==> config.mk <==
export PLATFORM = sky130hd
export DESIGN_NAME = versatile_interface_adapter
export DESIGN_NICKNAME = d
export VERILOG_FILES = /design/src/rtl/via_pkg.sv /design/src/rtl/via_regs.sv /design/src/rtl/versatile_interface_adapter.sv
export SDC_FILE = /design/constraint.sdc
export NUM_CORES = 1
export LEC_CHECK = 0
export BUFFER_PORTS_ARGS = -buffer_cell sky130_fd_sc_hd__buf_2
export CAP_MARGIN = 10
export CORE_UTILIZATION = 52
export CTS_BUF_LIST = sky130_fd_sc_hd__clkbuf_2
export CTS_CLUSTER_DIAMETER = 200
export DETAILED_ROUTE_END_ITERATION = 12
export HOLD_SLACK_MARGIN = 0.15
export PLACE_DENSITY = 0.76
export SETUP_SLACK_MARGIN = 0.15
export SYNTH_ARGS = -nofsm -noshare
export SYNTH_HDL_FRONTEND = slang
export SYNTH_SLANG_ARGS = --single-unit
==> constraint.sdc <==
create_clock -name clk -period 3.1 [get_ports clk]
set_input_delay 0 -clock clk [delete_from_list [all_inputs] [get_ports clk]]
set_output_delay 0 -clock clk [all_outputs]
set_load 0.05 [all_outputs]
==> src/rtl/via_pkg.sv <==
// ----------------------------------------------------------------------------
// VIA package
// Beat types, access codes and the register map of the interface adapter.
// ----------------------------------------------------------------------------
package via_pkg;

  // Access codes carried in the mode field of an input beat.
  localparam logic [1:0] MODE_TICK  = 2'd0;
  localparam logic [1:0] MODE_READ  = 2'd1;
  localparam logic [1:0] MODE_WRITE = 2'd2;

  // Register map.
  localparam logic [3:0] REG_ORB   = 4'd0;
  localparam logic [3:0] REG_ORA   = 4'd1;
  localparam logic [3:0] REG_DDRB  = 4'd2;
  localparam logic [3:0] REG_DDRA  = 4'd3;
  localparam logic [3:0] REG_T1CL  = 4'd4;
  localparam logic [3:0] REG_T1CH  = 4'd5;
  localparam logic [3:0] REG_T1LL  = 4'd6;
  localparam logic [3:0] REG_T1LH  = 4'd7;
  localparam logic [3:0] REG_T2CL  = 4'd8;
  localparam logic [3:0] REG_T2CH  = 4'd9;
  localparam logic [3:0] REG_SR    = 4'd10;
  localparam logic [3:0] REG_ACR   = 4'd11;
  localparam logic [3:0] REG_PCR   = 4'd12;
  localparam logic [3:0] REG_IFR   = 4'd13;
  localparam logic [3:0] REG_IER   = 4'd14;
  localparam logic [3:0] REG_ORA_NH = 4'd15;

  // Interrupt flag bits and control bits.
  localparam logic [6:0] FLAG_T1      = 7'h40;
  localparam logic [6:0] FLAG_T2      = 7'h20;
  localparam int         ACR_T1_FREE  = 6;
  localparam int         ACR_T2_PULSE = 5;
  localparam int         IER_SET      = 7;

  typedef struct packed {
    logic [1:0] mode;
    logic [3:0] reg_addr;
    logic [7:0] write_data;
    logic [7:0] port_a_pins;
    logic [7:0] port_b_pins;
  } via_in_t;

  typedef struct packed {
    logic [7:0] read_data;
    logic [7:0] port_a_out;
    logic [7:0] port_a_dir;
    logic [7:0] port_b_out;
    logic [7:0] port_b_dir;
    logic       irq;
    logic       pb7_timer_level;
  } via_out_t;

endpackage

==> src/rtl/via_regs.sv <==
// ----------------------------------------------------------------------------
// VIA register file and timers
// Holds all adapter state and works out the next state and the result of one
// beat (tick, read or write) in a single combinational pass.
// ----------------------------------------------------------------------------
module via_regs (
  input  logic             clk,
  input  logic             rst,
  input  logic             step,
  input  via_pkg::via_in_t item,
  output via_pkg::via_out_t result
);
  import via_pkg::*;

  logic [7:0]  out_latch_a, out_latch_a_next;
  logic [7:0]  out_latch_b, out_latch_b_next;
  logic [7:0]  direction_a, direction_a_next;
  logic [7:0]  direction_b, direction_b_next;
  logic [15:0] timer1_latch, timer1_latch_next;
  logic [15:0] timer1_count, timer1_count_next;
  logic        timer1_armed, timer1_armed_next;
  logic [7:0]  timer2_latch_low, timer2_latch_low_next;
  logic [15:0] timer2_count, timer2_count_next;
  logic [7:0]  shift_byte, shift_byte_next;
  logic [7:0]  aux_control, aux_control_next;
  logic [7:0]  periph_control, periph_control_next;
  logic [6:0]  int_flags, int_flags_next;
  logic [6:0]  int_enables, int_enables_next;
  logic        pb7_toggle, pb7_toggle_next;
  logic [7:0]  rd;
  logic [7:0]  port_a_in;
  logic [7:0]  port_b_in;

  assign port_a_in = (direction_a & out_latch_a) | (~direction_a & item.port_a_pins);
  assign port_b_in = (direction_b & out_latch_b) | (~direction_b & item.port_b_pins);

  always_comb begin
    out_latch_a_next      = out_latch_a;
    out_latch_b_next      = out_latch_b;
    direction_a_next      = direction_a;
    direction_b_next      = direction_b;
    timer1_latch_next     = timer1_latch;
    timer1_count_next     = timer1_count;
    timer1_armed_next     = timer1_armed;
    timer2_latch_low_next = timer2_latch_low;
    timer2_count_next     = timer2_count;
    shift_byte_next       = shift_byte;
    aux_control_next      = aux_control;
    periph_control_next   = periph_control;
    int_flags_next        = int_flags;
    int_enables_next      = int_enables;
    pb7_toggle_next       = pb7_toggle;
    rd                    = 8'h00;

    unique case (item.mode)
      MODE_TICK: begin
        // An all-ones count is the reload tick; the step from zero to all
        // ones is the underflow, which gives the period of latch plus two.
        if (timer1_count == 16'hffff) begin
          timer1_count_next = timer1_latch;
        end else if (timer1_count == 16'h0000) begin
          timer1_count_next = 16'hffff;
          if (timer1_armed) begin
            int_flags_next  = int_flags | FLAG_T1;
            pb7_toggle_next = ~pb7_toggle;
            if (!aux_control[ACR_T1_FREE]) begin
              timer1_armed_next = 1'b0;
            end
          end
        end else begin
          timer1_count_next = timer1_count - 16'd1;
        end
        if (!aux_control[ACR_T2_PULSE]) begin
          timer2_count_next = timer2_count - 16'd1;
        end
      end
      MODE_READ: begin
        unique case (item.reg_addr)
          REG_ORB:  rd = port_b_in;
          REG_ORA, REG_ORA_NH: rd = port_a_in;
          REG_DDRB: rd = direction_b;
          REG_DDRA: rd = direction_a;
          REG_T1CL: begin
            rd             = timer1_count[7:0];
            int_flags_next = int_flags & ~FLAG_T1;
          end
          REG_T1CH: rd = timer1_count[15:8];
          REG_T1LL: rd = timer1_latch[7:0];
          REG_T1LH: rd = timer1_latch[15:8];
          REG_T2CL: begin
            rd             = timer2_count[7:0];
            int_flags_next = int_flags & ~FLAG_T2;
          end
          REG_T2CH: rd = timer2_count[15:8];
          REG_SR:   rd = shift_byte;
          REG_ACR:  rd = aux_control;
          REG_PCR:  rd = periph_control;
          REG_IFR:  rd = {|(int_flags & int_enables), int_flags};
          REG_IER:  rd = {1'b1, int_enables};
          default:  rd = 8'h00;
        endcase
      end
      MODE_WRITE: begin
        unique case (item.reg_addr)
          REG_ORB:  out_latch_b_next = item.write_data;
          REG_ORA, REG_ORA_NH: out_latch_a_next = item.write_data;
          REG_DDRB: direction_b_next = item.write_data;
          REG_DDRA: direction_a_next = item.write_data;
          REG_T1CL, REG_T1LL: timer1_latch_next[7:0] = item.write_data;
          REG_T1CH: begin
            timer1_latch_next = {item.write_data, timer1_latch[7:0]};
            timer1_count_next = {item.write_data, timer1_latch[7:0]};
            timer1_armed_next = 1'b1;
            pb7_toggle_next   = 1'b0;
            int_flags_next    = int_flags & ~FLAG_T1;
          end
          REG_T1LH: begin
            timer1_latch_next[15:8] = item.write_data;
            int_flags_next          = int_flags & ~FLAG_T1;
          end
          REG_T2CL: timer2_latch_low_next = item.write_data;
          REG_T2CH: begin
            timer2_count_next = {item.write_data, timer2_latch_low};
            int_flags_next    = int_flags & ~FLAG_T2;
          end
          REG_SR:   shift_byte_next     = item.write_data;
          REG_ACR:  aux_control_next    = item.write_data;
          REG_PCR:  periph_control_next = item.write_data;
          REG_IFR:  int_flags_next      = int_flags & ~item.write_data[6:0];
          REG_IER: begin
            if (item.write_data[IER_SET]) begin
              int_enables_next = int_enables | item.write_data[6:0];
            end else begin
              int_enables_next = int_enables & ~item.write_data[6:0];
            end
          end
          default: ;
        endcase
      end
      default: ;
    endcase
  end

  always_ff @(posedge clk) begin
    if (rst) begin
      out_latch_a      <= 8'h00;
      out_latch_b      <= 8'h00;
      direction_a      <= 8'h00;
      direction_b      <= 8'h00;
      timer1_latch     <= 16'h0000;
      timer1_count     <= 16'hffff;
      timer1_armed     <= 1'b0;
      timer2_latch_low <= 8'h00;
      timer2_count     <= 16'hffff;
      shift_byte       <= 8'h00;
      aux_control      <= 8'h00;
      periph_control   <= 8'h00;
      int_flags        <= 7'h00;
      int_enables      <= 7'h00;
      pb7_toggle       <= 1'b0;
    end else if (step) begin
      out_latch_a      <= out_latch_a_next;
      out_latch_b      <= out_latch_b_next;
      direction_a      <= direction_a_next;
      direction_b      <= direction_b_next;
      timer1_latch     <= timer1_latch_next;
      timer1_count     <= timer1_count_next;
      timer1_armed     <= timer1_armed_next;
      timer2_latch_low <= timer2_latch_low_next;
      timer2_count     <= timer2_count_next;
      shift_byte       <= shift_byte_next;
      aux_control      <= aux_control_next;
      periph_control   <= periph_control_next;
      int_flags        <= int_flags_next;
      int_enables      <= int_enables_next;
      pb7_toggle       <= pb7_toggle_next;
    end
  end

  // The result reflects the state as it stands after this beat.
  always_comb begin
    result.read_data       = rd;
    result.port_a_out      = out_latch_a_next;
    result.port_a_dir      = direction_a_next;
    result.port_b_out      = out_latch_b_next;
    result.port_b_dir      = direction_b_next;
    result.irq             = |(int_flags_next & int_enables_next);
    result.pb7_timer_level = pb7_toggle_next;
  end

endmodule

==> src/rtl/versatile_interface_adapter.sv <==
// ----------------------------------------------------------------------------
// Versatile interface adapter
// Two 8-bit ports, two 16-bit timers and an interrupt controller behind a
// sixteen-register map, driven by a stream of tick, read and write beats.
// ----------------------------------------------------------------------------
// Usage:
//   The input channel (in_valid, in_ready, in_data) carries one beat per item:
//   a clock tick for the timers, a register read or a register write. The
//   output channel (out_valid, out_ready, out_data) returns exactly one beat
//   per input beat, in order, with the read byte (zero for ticks and writes),
//   the port latches and directions, the interrupt request and the PB7 level.
//   A beat accepted at one edge has its result on the output register from the
//   next cycle on. Throughput is one beat per cycle while the receiver keeps
//   up; all state updates happen in one combinational pass into the registers.
//   A single output register parts the channels: a new beat is taken whenever
//   the output register is empty or being drained in the same cycle, so a
//   stalled receiver holds the input off only while a result is waiting.
//   Reset clears the output register and puts all registers at their
//   power-on values (both timer counts all ones, everything else zero).
// ----------------------------------------------------------------------------
module versatile_interface_adapter (
  input  logic              clk,
  input  logic              rst,
  input  logic              in_valid,
  output logic              in_ready,
  input  via_pkg::via_in_t  in_data,
  output logic              out_valid,
  input  logic              out_ready,
  output via_pkg::via_out_t out_data
);
  import via_pkg::*;

  logic     accept;
  via_out_t result;

  assign in_ready = !out_valid || out_ready;
  assign accept   = in_valid && in_ready;

  via_regs u_regs (
    .clk    (clk),
    .rst    (rst),
    .step   (accept),
    .item   (in_data),
    .result (result)
  );

  always_ff @(posedge clk) begin
    if (rst) begin
      out_valid <= 1'b0;
    end else if (in_ready) begin
      out_valid <= in_valid;
    end
  end

  always_ff @(posedge clk) begin
    if (accept) begin
      out_data <= result;
    end
  end

endmodule

==> results of run 1 <==
## sequential cells by signal (all words and copies together), names as in the netlist, 8 cells and up
| register | flops |
|---|---|
| u_regs.aux_control | 8 |
| u_regs.timer2_latch_low | 8 |
| u_regs.periph_control | 8 |
| u_regs.timer2_count | 16 |
| u_regs.out_latch_b | 8 |
| u_regs.timer1_count | 16 |
| u_regs.timer1_latch | 16 |
| u_regs.out_latch_a | 8 |
| out_data | 42 |
| u_regs.direction_b | 8 |
| u_regs.shift_byte | 8 |
| u_regs.direction_a | 8 |
## cell usage after synthesis, types with 9 or more instances
cell / instances / area share (%)
a31oi_1: 12 / 0.80
a221oi_1: 15 / 1.4
edfxtp_1: 42 / 14
nor3_1: 24 / 1.3
nor2_1: 106 / 4.3
o22ai_1: 10 / 0.67
nand4_1: 15 / 1.0
nand3_1: 37 / 2.0
nor4_1: 13 / 0.87
dfxtp_1: 129 / 28
buf_1: 9 / 0.36
nand2_1: 77 / 3.1
mux2i_1: 88 / 9.4
a22oi_1: 9 / 0.72
clkbuf_1: 69 / 2.8
inv_1: 15 / 0.60
mux2_2: 45 / 5.4
a21oi_1: 55 / 2.9
o21ai_0: 54 / 2.9
nor2b_1: 16 / 1.1
## stage by stage
step / cell area (um2) / cells / hold slack (ns) / power (uW) / worst slack [ns]
after global placement: 9806 / 1265 / 0.3653 / 3096 / 0.7188
after detailed placement: 9806 / 1265 / 0.3828 / 3101 / 0.6598
final: 10480 / 1344 / 0.2325 / 4290 / 0.2825
after global routing: 10480 / 1344 / 0.2124 / 4430 / 0.1826
after CTS: 10480 / 1342 / 0.1569 / 4279 / 0.3380
after floorplan: 9349 / 1029 / 0.2180 / 2905 / 0.4065
## worst reg2reg max path: stages, from the launching register on
cell           delay (ns)
dfxtp_1              0.46
inv_1                0.12
ha_1                 0.22
or3b_2               0.51
or4_1                0.43
xor2_1               0.16
a21o_1               0.18
a31oi_1              0.12
dlygate4sd3_1        0.55
## final timing paths
kind                               from                         end  cells after the start
min reg2reg  u_regs.timer2_latch_low[7]  u_regs.timer2_latch_low[7]                      2
max              u_regs.timer1_count[1]      u_regs.timer1_count[8]                      8
max reg2reg      u_regs.timer1_count[1]      u_regs.timer1_count[8]                      8
min                         in_data[21]       u_regs.out_latch_a[5]                      4
## per-layer routing
metal | part of all wire [%] | global-route usage, % | wire, um
met3 | 9.8 | 8.576 | 2960
met1 | 41 | 44.38 | 12310
met5 | 0 | 0 | 0
met2 | 46 | 50.45 | 13770
met4 | 3.9 | 15.49 | 1188
## area by class of cell
cell class	count	area share, %
Inverter	16	0.5729
Timing Repair Buffer	151	10.19
Antenna cell	2	0.04774
Tap cell	225	2.686
Multi-Input combinational cell	747	47.72
Sequential cell	171	36.67
Clock buffer	17	0.8116
Clock inverter	15	1.301
## power by group through the flow
stage	clock network (uW)	registers, uW	logic, uW
floorplan	0	2510	392
global placement	0	2430	667
detailed placement	0	2430	670
CTS	1180	2390	713
global route	1260	2400	777
finish	1170	2390	732
## logic make-up (layout without fill, tap and decap cells)
kind of cell             count (synthesis)  in the layout  synth area share [%]
flip-flops                             171            171                 41.15
adder cells (fa/ha/maj)                  4              4                0.5358
buffers and inverters                  111            199                 5.478
other                                    0              2                     0
multiplexers                           134            134                 15.10
AND/OR/NAND/NOR                        347            347                 18.48
AO/OA/AOI/OAI                          259            259                 18.98
XOR/XNOR                                 3              3                0.2813
## layout by cell type, fill, tap and decap left out, types with 17 or more instances in the layout
cell type / Yosys / routed
buf_4: 0 / 29
clkbuf_2: 0 / 17
buf_2: 8 / 76
nor3_1: 24 / 23
dlygate4sd3_1: 0 / 45
nand3_1: 37 / 37
o21ai_0: 54 / 54
mux2i_1: 88 / 88
a21oi_1: 55 / 55
edfxtp_1: 42 / 42
nor2_1: 106 / 106
nand2_1: 77 / 77
dfxtp_1: 129 / 129
mux2_2: 45 / 45
## timing repair
item / CTS / global route
endpoints found under the hold margin: 181 / 0
setup endpoints to repair: 0 / 0
hold buffers: 45 / 0
==> metrics.md, run 1 <==
| Metric | Value |
|---|---|
| Critical path, cell by cell | `inv_1, ha_1, or3b_2, or4_1, xor2_1, a21o_1, a31oi_1, dlygate4sd3_1` |
| Worst-path clk slew | `0.25 ns` |
| Unique masters post-synth | `roughly 80` |
| Critical Path AT | `between 3 and 4 ns` |
| Worst slew pin tran | `approximately 0.94 ns` |
| Synth Flop Type | `dfxtp_1` |
| Initial antenna violation count | `2` |
| First-pass GRT wire length | `approximately 47000 um` |
| Leakage | `0.004137 uW` |
| Area of the mapped netlist | `0.009341 mm2` |
| Sequential-to-total area share from yosys stat | `41.15%` |
| Initial DRC Count | `about 1200` |
| Initial Util | `53.64%` |
| Largest net degree at the start of global routing | `90` |
| Drt via density | `approximately 6.6` |
| TNS Setup | `0 ns` |
| Ports | `78` |
| Max Root-Sink Buffers | `2` |
| Worst setup SP type | `register` |
| Final #Nets | `between 1000 and 1500` |
| Combinational power share | `roughly 17%` |
| Final period utilization | `about nine tenths` |
| CP top delay family | `simple AND/OR/NAND/NOR gates` |
| Flop pwr share | `55.7%` |
| Num rows | `48` |
| CTS tree | `built` |
| Final Hold Viols | `0` |
| MaxCap Viol Count | `0` |
| CP max stage cell | `dlygate4sd3_1` |
| Via count | `8846` |
| DIE AREA | `0.01850 mm2` |
| Register Area | `0.003844 mm2` |
| PortBufs | `77` |
| Filler instances | `1527` |
| Outcome | `finished, final reports clean` |
| CP Capture Type | `register` |
| DRT Pass-1 Iters | `7` |
| Die Width | `136.0 um` |
| R2R setup slack | `0.28 ns` |
| PD cells | `409.2 mW/mm2` |
| Async SR Flop Fraction | `0%` |
| GRT overflow | `0` |
| Max-slew violations | `0` |
| Yosys reg bits | `approximately 170` |
| # Post-CTS Setup Buffers | `0` |
| Max incr delay on CP | `approximately 0.55 ns` |
| Clock Latency Late Sink | `between 0.8 and 0.9 ns` |
| Internal power | `2871 uW` |
| Final setup violation count | `0` |
| Routed len/inst | `22.49 um` |
| Crit Path Class | `register to register` |
| Fmax | `approximately 0.35 GHz` |
| Post_cts resized | `0` |
| H-Tree Depth | `4` |
| Syn nets | `between 1000 and 1500` |
| Routed WL | `30230 um` |
| Final Critical Period | `2.817 ns` |
| CTS Sinks | `171` |
| Clock Skews | `0.04607 ns` |
| Post-route antenna net violation count | `0` |
| Crit Path Max Fanout | `7` |
| RSZ-0062 raised after global routing | `false` |
| Final core utilization | `60.19%` |
| Synthesized instance count | `1029` |
| Worst EP required | `3.84 ns` |
| Worst Hold Class | `primary input to register` |
| GRT Overall Usage | `33.38%` |
| GPL Wtd Cong | `approximately 0.95` |
| Layout area overhead | `12.22%` |
| Syn_area_per_cell | `9.078 um2` |
| Number of global-route vias before repair | `8150` |
| Sw frac | `between 30 and 40%` |
| TritonCTS buffer count | `17` |
| Clock Power Share | `27.2%` |
| Worst slew margin | `37.56%` |
| Residual DRC count | `0` |
| Number of synthesized flops with an enable pin | `42` |
| Peak VDD IR | `roughly 0.21 mV` |
| CTS root buffer | `clkbuf_2` |
| Die height | `136.0 um` |
| Hpwl dp | `19960 um` |
| Fraction of layout cells with a size suffix above 1 | `18.71%` |
| Sw Pwr | `1419 uW` |
| Multi-input gate area | `0.005002 mm2` |
| Synth warn | `0` |
| CORE AREA | `0.01742 mm2` |
| Buf/Inv on CP | `2` |
No activity file was read; power rests on OpenSTA's default activity.
==> run 2, diff against run 1 <==
BUFFER_PORTS_ARGS = unset   (was -buffer_cell sky130_fd_sc_hd__buf_2)
CTS_CLUSTER_DIAMETER = 50   (was 200)
DONT_BUFFER_PORTS = 1   (was unset)
PLACE_DENSITY = 0.72   (was 0.76)
SYNTH_HIERARCHICAL = 1   (was unset)
==> metrics.md, run 2 <==
| Metric | Value |
|---|---|
| Outcome | `finished, final reports clean` |
| RSZ-0062 raised after global routing | `false` |
| Die Width | `134.1 um (-1.4%)` |
| Hold Crit Depth | `4 (unchanged)` |
| Area contributors post-synth | `dfxtp_1 28%, edfxtp_1 14%, mux2i_1 11%` |
| Worst hold slack | `0.2390 ns (+0.006512 ns)` |
| Async SR Flop Fraction | `0% (unchanged)` |
| Leading cell type in the layout, fill and taps excluded | `dfxtp_1` |
| # Post-CTS Setup Buffers | `0 (unchanged)` |
| Hpwl dp | `18660 um (-6.5%)` |
| Fraction of layout cells with a size suffix above 1 | `12.34% (-6.4 points)` |
| Ports | `78 (unchanged)` |
| Syn nets | `1030 (-3.5%)` |
| Number of synthesized flops with an enable pin | `42 (unchanged)` |
| DIE AREA | `0.01799 mm2 (-2.8%)` |
| Residual DRC count | `0 (unchanged)` |
| Clock Power Share | `28.2% (+1.0 points)` |
| Synthesized instance count | `992 (-3.6%)` |
| Layout area overhead | `9.953%` |
| Worst EP required | `3.67 ns (-0.17 ns)` |
| Largest net degree at the start of global routing | `122 (+36%)` |
| Worst Hold Class | `primary input to register` |
| Reg2reg end | `out_data[35]` |
| Power, Total | `4320 uW (+0.70%)` |
| Worst-path clk slew | `0.30 ns (+0.05 ns)` |
| Num rows | `47 (-2.1%)` |
| Critical Path AT | `3.36 ns (-0.19 ns)` |
| GRT Overall Usage | `32.93% (-0.45 points)` |
| Commonest cells post-synth | `129 x dfxtp_1, 122 x nor2_1, 96 x mux2i_1, 76 x clkbuf_1, 57 x nand2_1` |
| Most instantiated library cell after synthesis | `dfxtp_1` |
| Critical path, cell by cell | `mux4_2, nand2_1, a21oi_1, a2111oi_0, buf_4, a221oi_1, dlygate4sd3_1` |
| TNS Setup | `0 ns (unchanged)` |
| Area of the mapped netlist | `0.009076 mm2 (-2.8%)` |
| Most frequent cells in the layout | `129 x dfxtp_1, 122 x nor2_1, 96 x mux2i_1` |
| HP Start | `in_data[11]` |
| H-Tree Depth | `4 (unchanged)` |
| Worst setup SP type | `register` |
| CTS tree | `built` |
| Leakage | `0.003966 uW (-4.1%)` |
| Initial DRC Count | `1260 (+7.0%)` |
| GRT overflow | `0 (unchanged)` |
| CTS root buffer | `clkbuf_2` |
| GPL Wtd Cong | `0.9037 (-5.1%)` |
| Hold endpoint | `out_data[37]` |
| Synth Flop Type | `dfxtp_1` |
| CP Capture Type | `register` |
| Most flops, register | `out_data` |
| Internal power | `2839 uW (-1.1%)` |
| Crit Path Max Fanout | `7 (unchanged)` |
| Max incr delay on CP | `0.59 ns (+0.04 ns)` |
| First-pass GRT wire length | `44850 um (-4.0%)` |
| Multi-input gate area | `0.004803 mm2 (-4.0%)` |
| Register Area | `0.003844 mm2 (unchanged)` |
| Worst R2R Path Depth | `7 (-1)` |
| Final setup violation count | `0 (unchanged)` |
| Worst slew margin | `15.55% (-22 points)` |
| Routed WL | `29360 um (-2.9%)` |
| Sw frac | `34.27% (+1.2 points)` |
| TritonCTS buffer count | `17 (unchanged)` |
| Final core utilization | `59.34% (-0.85 points)` |
| Worst slew pin tran | `1.263 ns (+0.3259 ns)` |
| RR Startpoint | `u_regs/timer1_count[1]` |
| Final Hold Viols | `0 (unchanged)` |
| Sw Pwr | `1480 uW (+4.3%)` |
| Filler instances | `1499 (-1.8%)` |
| Peak VDD IR | `0.3190 mV (+50%)` |
| Max FFs per register | `42 (unchanged)` |
| Finished Cell Area | `0.009980 mm2 (-4.8%)` |
| Final Critical Period | `2.787 ns (-0.03072 ns)` |
| Crit Path Class | `register to register` |
| Clock Skews | `0.05337 ns (+0.007308 ns)` |
| PD cells | `432.8 mW/mm2 (+5.8%)` |
| R2R setup slack | `0.31 ns (+0.03 ns)` |
| Clock Latency Late Sink | `0.80 ns (about the same)` |
| Initial Util | `53.97% (+0.33 points)` |
| Yosys reg bits | `171 (unchanged)` |
| Post-DP Area | `0.009129 mm2 (-6.9%)` |
| Flop pwr share | `58.0% (+2.3 points)` |
| Post-synth top area cell | `dfxtp_1` |
| DRT Pass-1 Iters | `5 (-2)` |
| Max-slew violations | `0 (unchanged)` |
| PortBufs | `0 (-100%)` |
| Routed len/inst | `23.89 um (+6.2%)` |
| Post-route antenna net violation count | `0 (unchanged)` |
| CORE AREA | `0.01682 mm2 (-3.4%)` |
| Max Root-Sink Buffers | `2 (unchanged)` |
| Via count | `8166 (-7.7%)` |
| Drt via density | `6.644 (+0.95%)` |
| Sequential-to-total area share from yosys stat | `42.35% (+1.2 points)` |
| CP max stage cell | `dlygate4sd3_1` |
| Synth warn | `6 (+6)` |
| Final #Nets | `1030 (-9.8%)` |
| MaxCap Viol Count | `0 (unchanged)` |
| Combinational power share | `13.7% (-3.4 points)` |
| Initial antenna violation count | `2 (unchanged)` |
| Syn_area_per_cell | `9.149 um2 (+0.78%)` |
| Final period utilization | `89.89% (-0.99 points)` |
| Die height | `134.1 um (-1.4%)` |
| CTS Sinks | `171 (unchanged)` |
| Number of global-route vias before repair | `7560 (-7.2%)` |
| Unique masters post-synth | `77 (-6.1%)` |
| Post-synth top area share | `28.45% (+0.81 points)` |
| Fmax | `0.3588 GHz (+1.1%)` |
## run 2: through the flow
stage	std cells	setup WS, ns
finish	1229	0.3133
global route	1226	0.2486
floorplan	992	0.3978
detailed placement	1140	0.5251
global placement	1140	0.5486
CTS	1225	0.1779
## run 2: metal layers
metal  track usage, %  wire (um)  up-vias
met1            45.61      12250     3900
met4            13.11       1039        0
met3            7.483       3122       83
met5                0          0        -
met2            49.65      12950      498
li1                 -          -     3685
## run 2: final cells by class
type                            count  share of cell area, %
Antenna cell                        4                 0.1003
Inverter                           17                 0.6394
Clock inverter                     15                  1.730
Sequential cell                   171                  38.52
Clock buffer                       17                 0.8526
Tap cell                          220                  2.758
Multi-Input combinational cell    713                  48.13
Timing Repair Buffer               72                  7.272
## run 2: cells by family (layout without fill, tap and decap cells)
group | after synthesis | after routing | share of synthesized area [%]
other | 0 | 4 | 0
and+or+nand+nor | 323 | 323 | 17.34
buffers and inverters | 108 | 121 | 4.756
adders and majority gates | 4 | 4 | 0.5514
xor gates and xnor gates | 5 | 5 | 0.4825
muxes | 147 | 147 | 17.16
AOI/OAI and AO/OA | 234 | 234 | 17.36
DFF | 171 | 171 | 42.35
## run 2: how the worst max path moves through the flow
stage | start | end | slack, ns | cells past startpoint
after floorplan | out_valid | u_regs/aux_control[0] | 0.40 | 9
after global placement | out_valid | u_regs/direction_b[2] | 0.55 | 6
after detailed placement | out_valid | u_regs/direction_b[7] | 0.53 | 6
after CTS | in_data[26] | out_data[40] | 0.18 | 7
after global routing | out_valid | u_regs/direction_b[1] | 0.25 | 6
final | u_regs/timer1_count[1] | out_data[35] | 0.31 | 7
## run 2: critical path: cells and delay by family, from the launching register on
kind	cells	cell delay, ns
compound gates	3	0.73
mux	1	0.50
simple gates	1	0.12
flops	1	0.44
buf+inv	2	0.81
## run 2: power groups by stage
| stage | sequential (uW) | clock, uW | combinational, uW |
|---|---|---|---|
| 2_1_floorplan | 2520 | 0 | 387 |
| 5_1_grt | 2510 | 1320 | 632 |
| 3_5_place_dp | 2550 | 0 | 409 |
| 6_report | 2510 | 1220 | 593 |
| 4_1_cts | 2510 | 1240 | 573 |
| 3_3_place_gp | 2550 | 0 | 406 |
## run 2: repair_timing
item | 4_1_cts | 5_1_grt
endpoints found under the setup margin | 0 | 7
gates resized for setup | 0 | 2
hold endpoints to repair | 213 | 0
hold buffers | 53 | 0
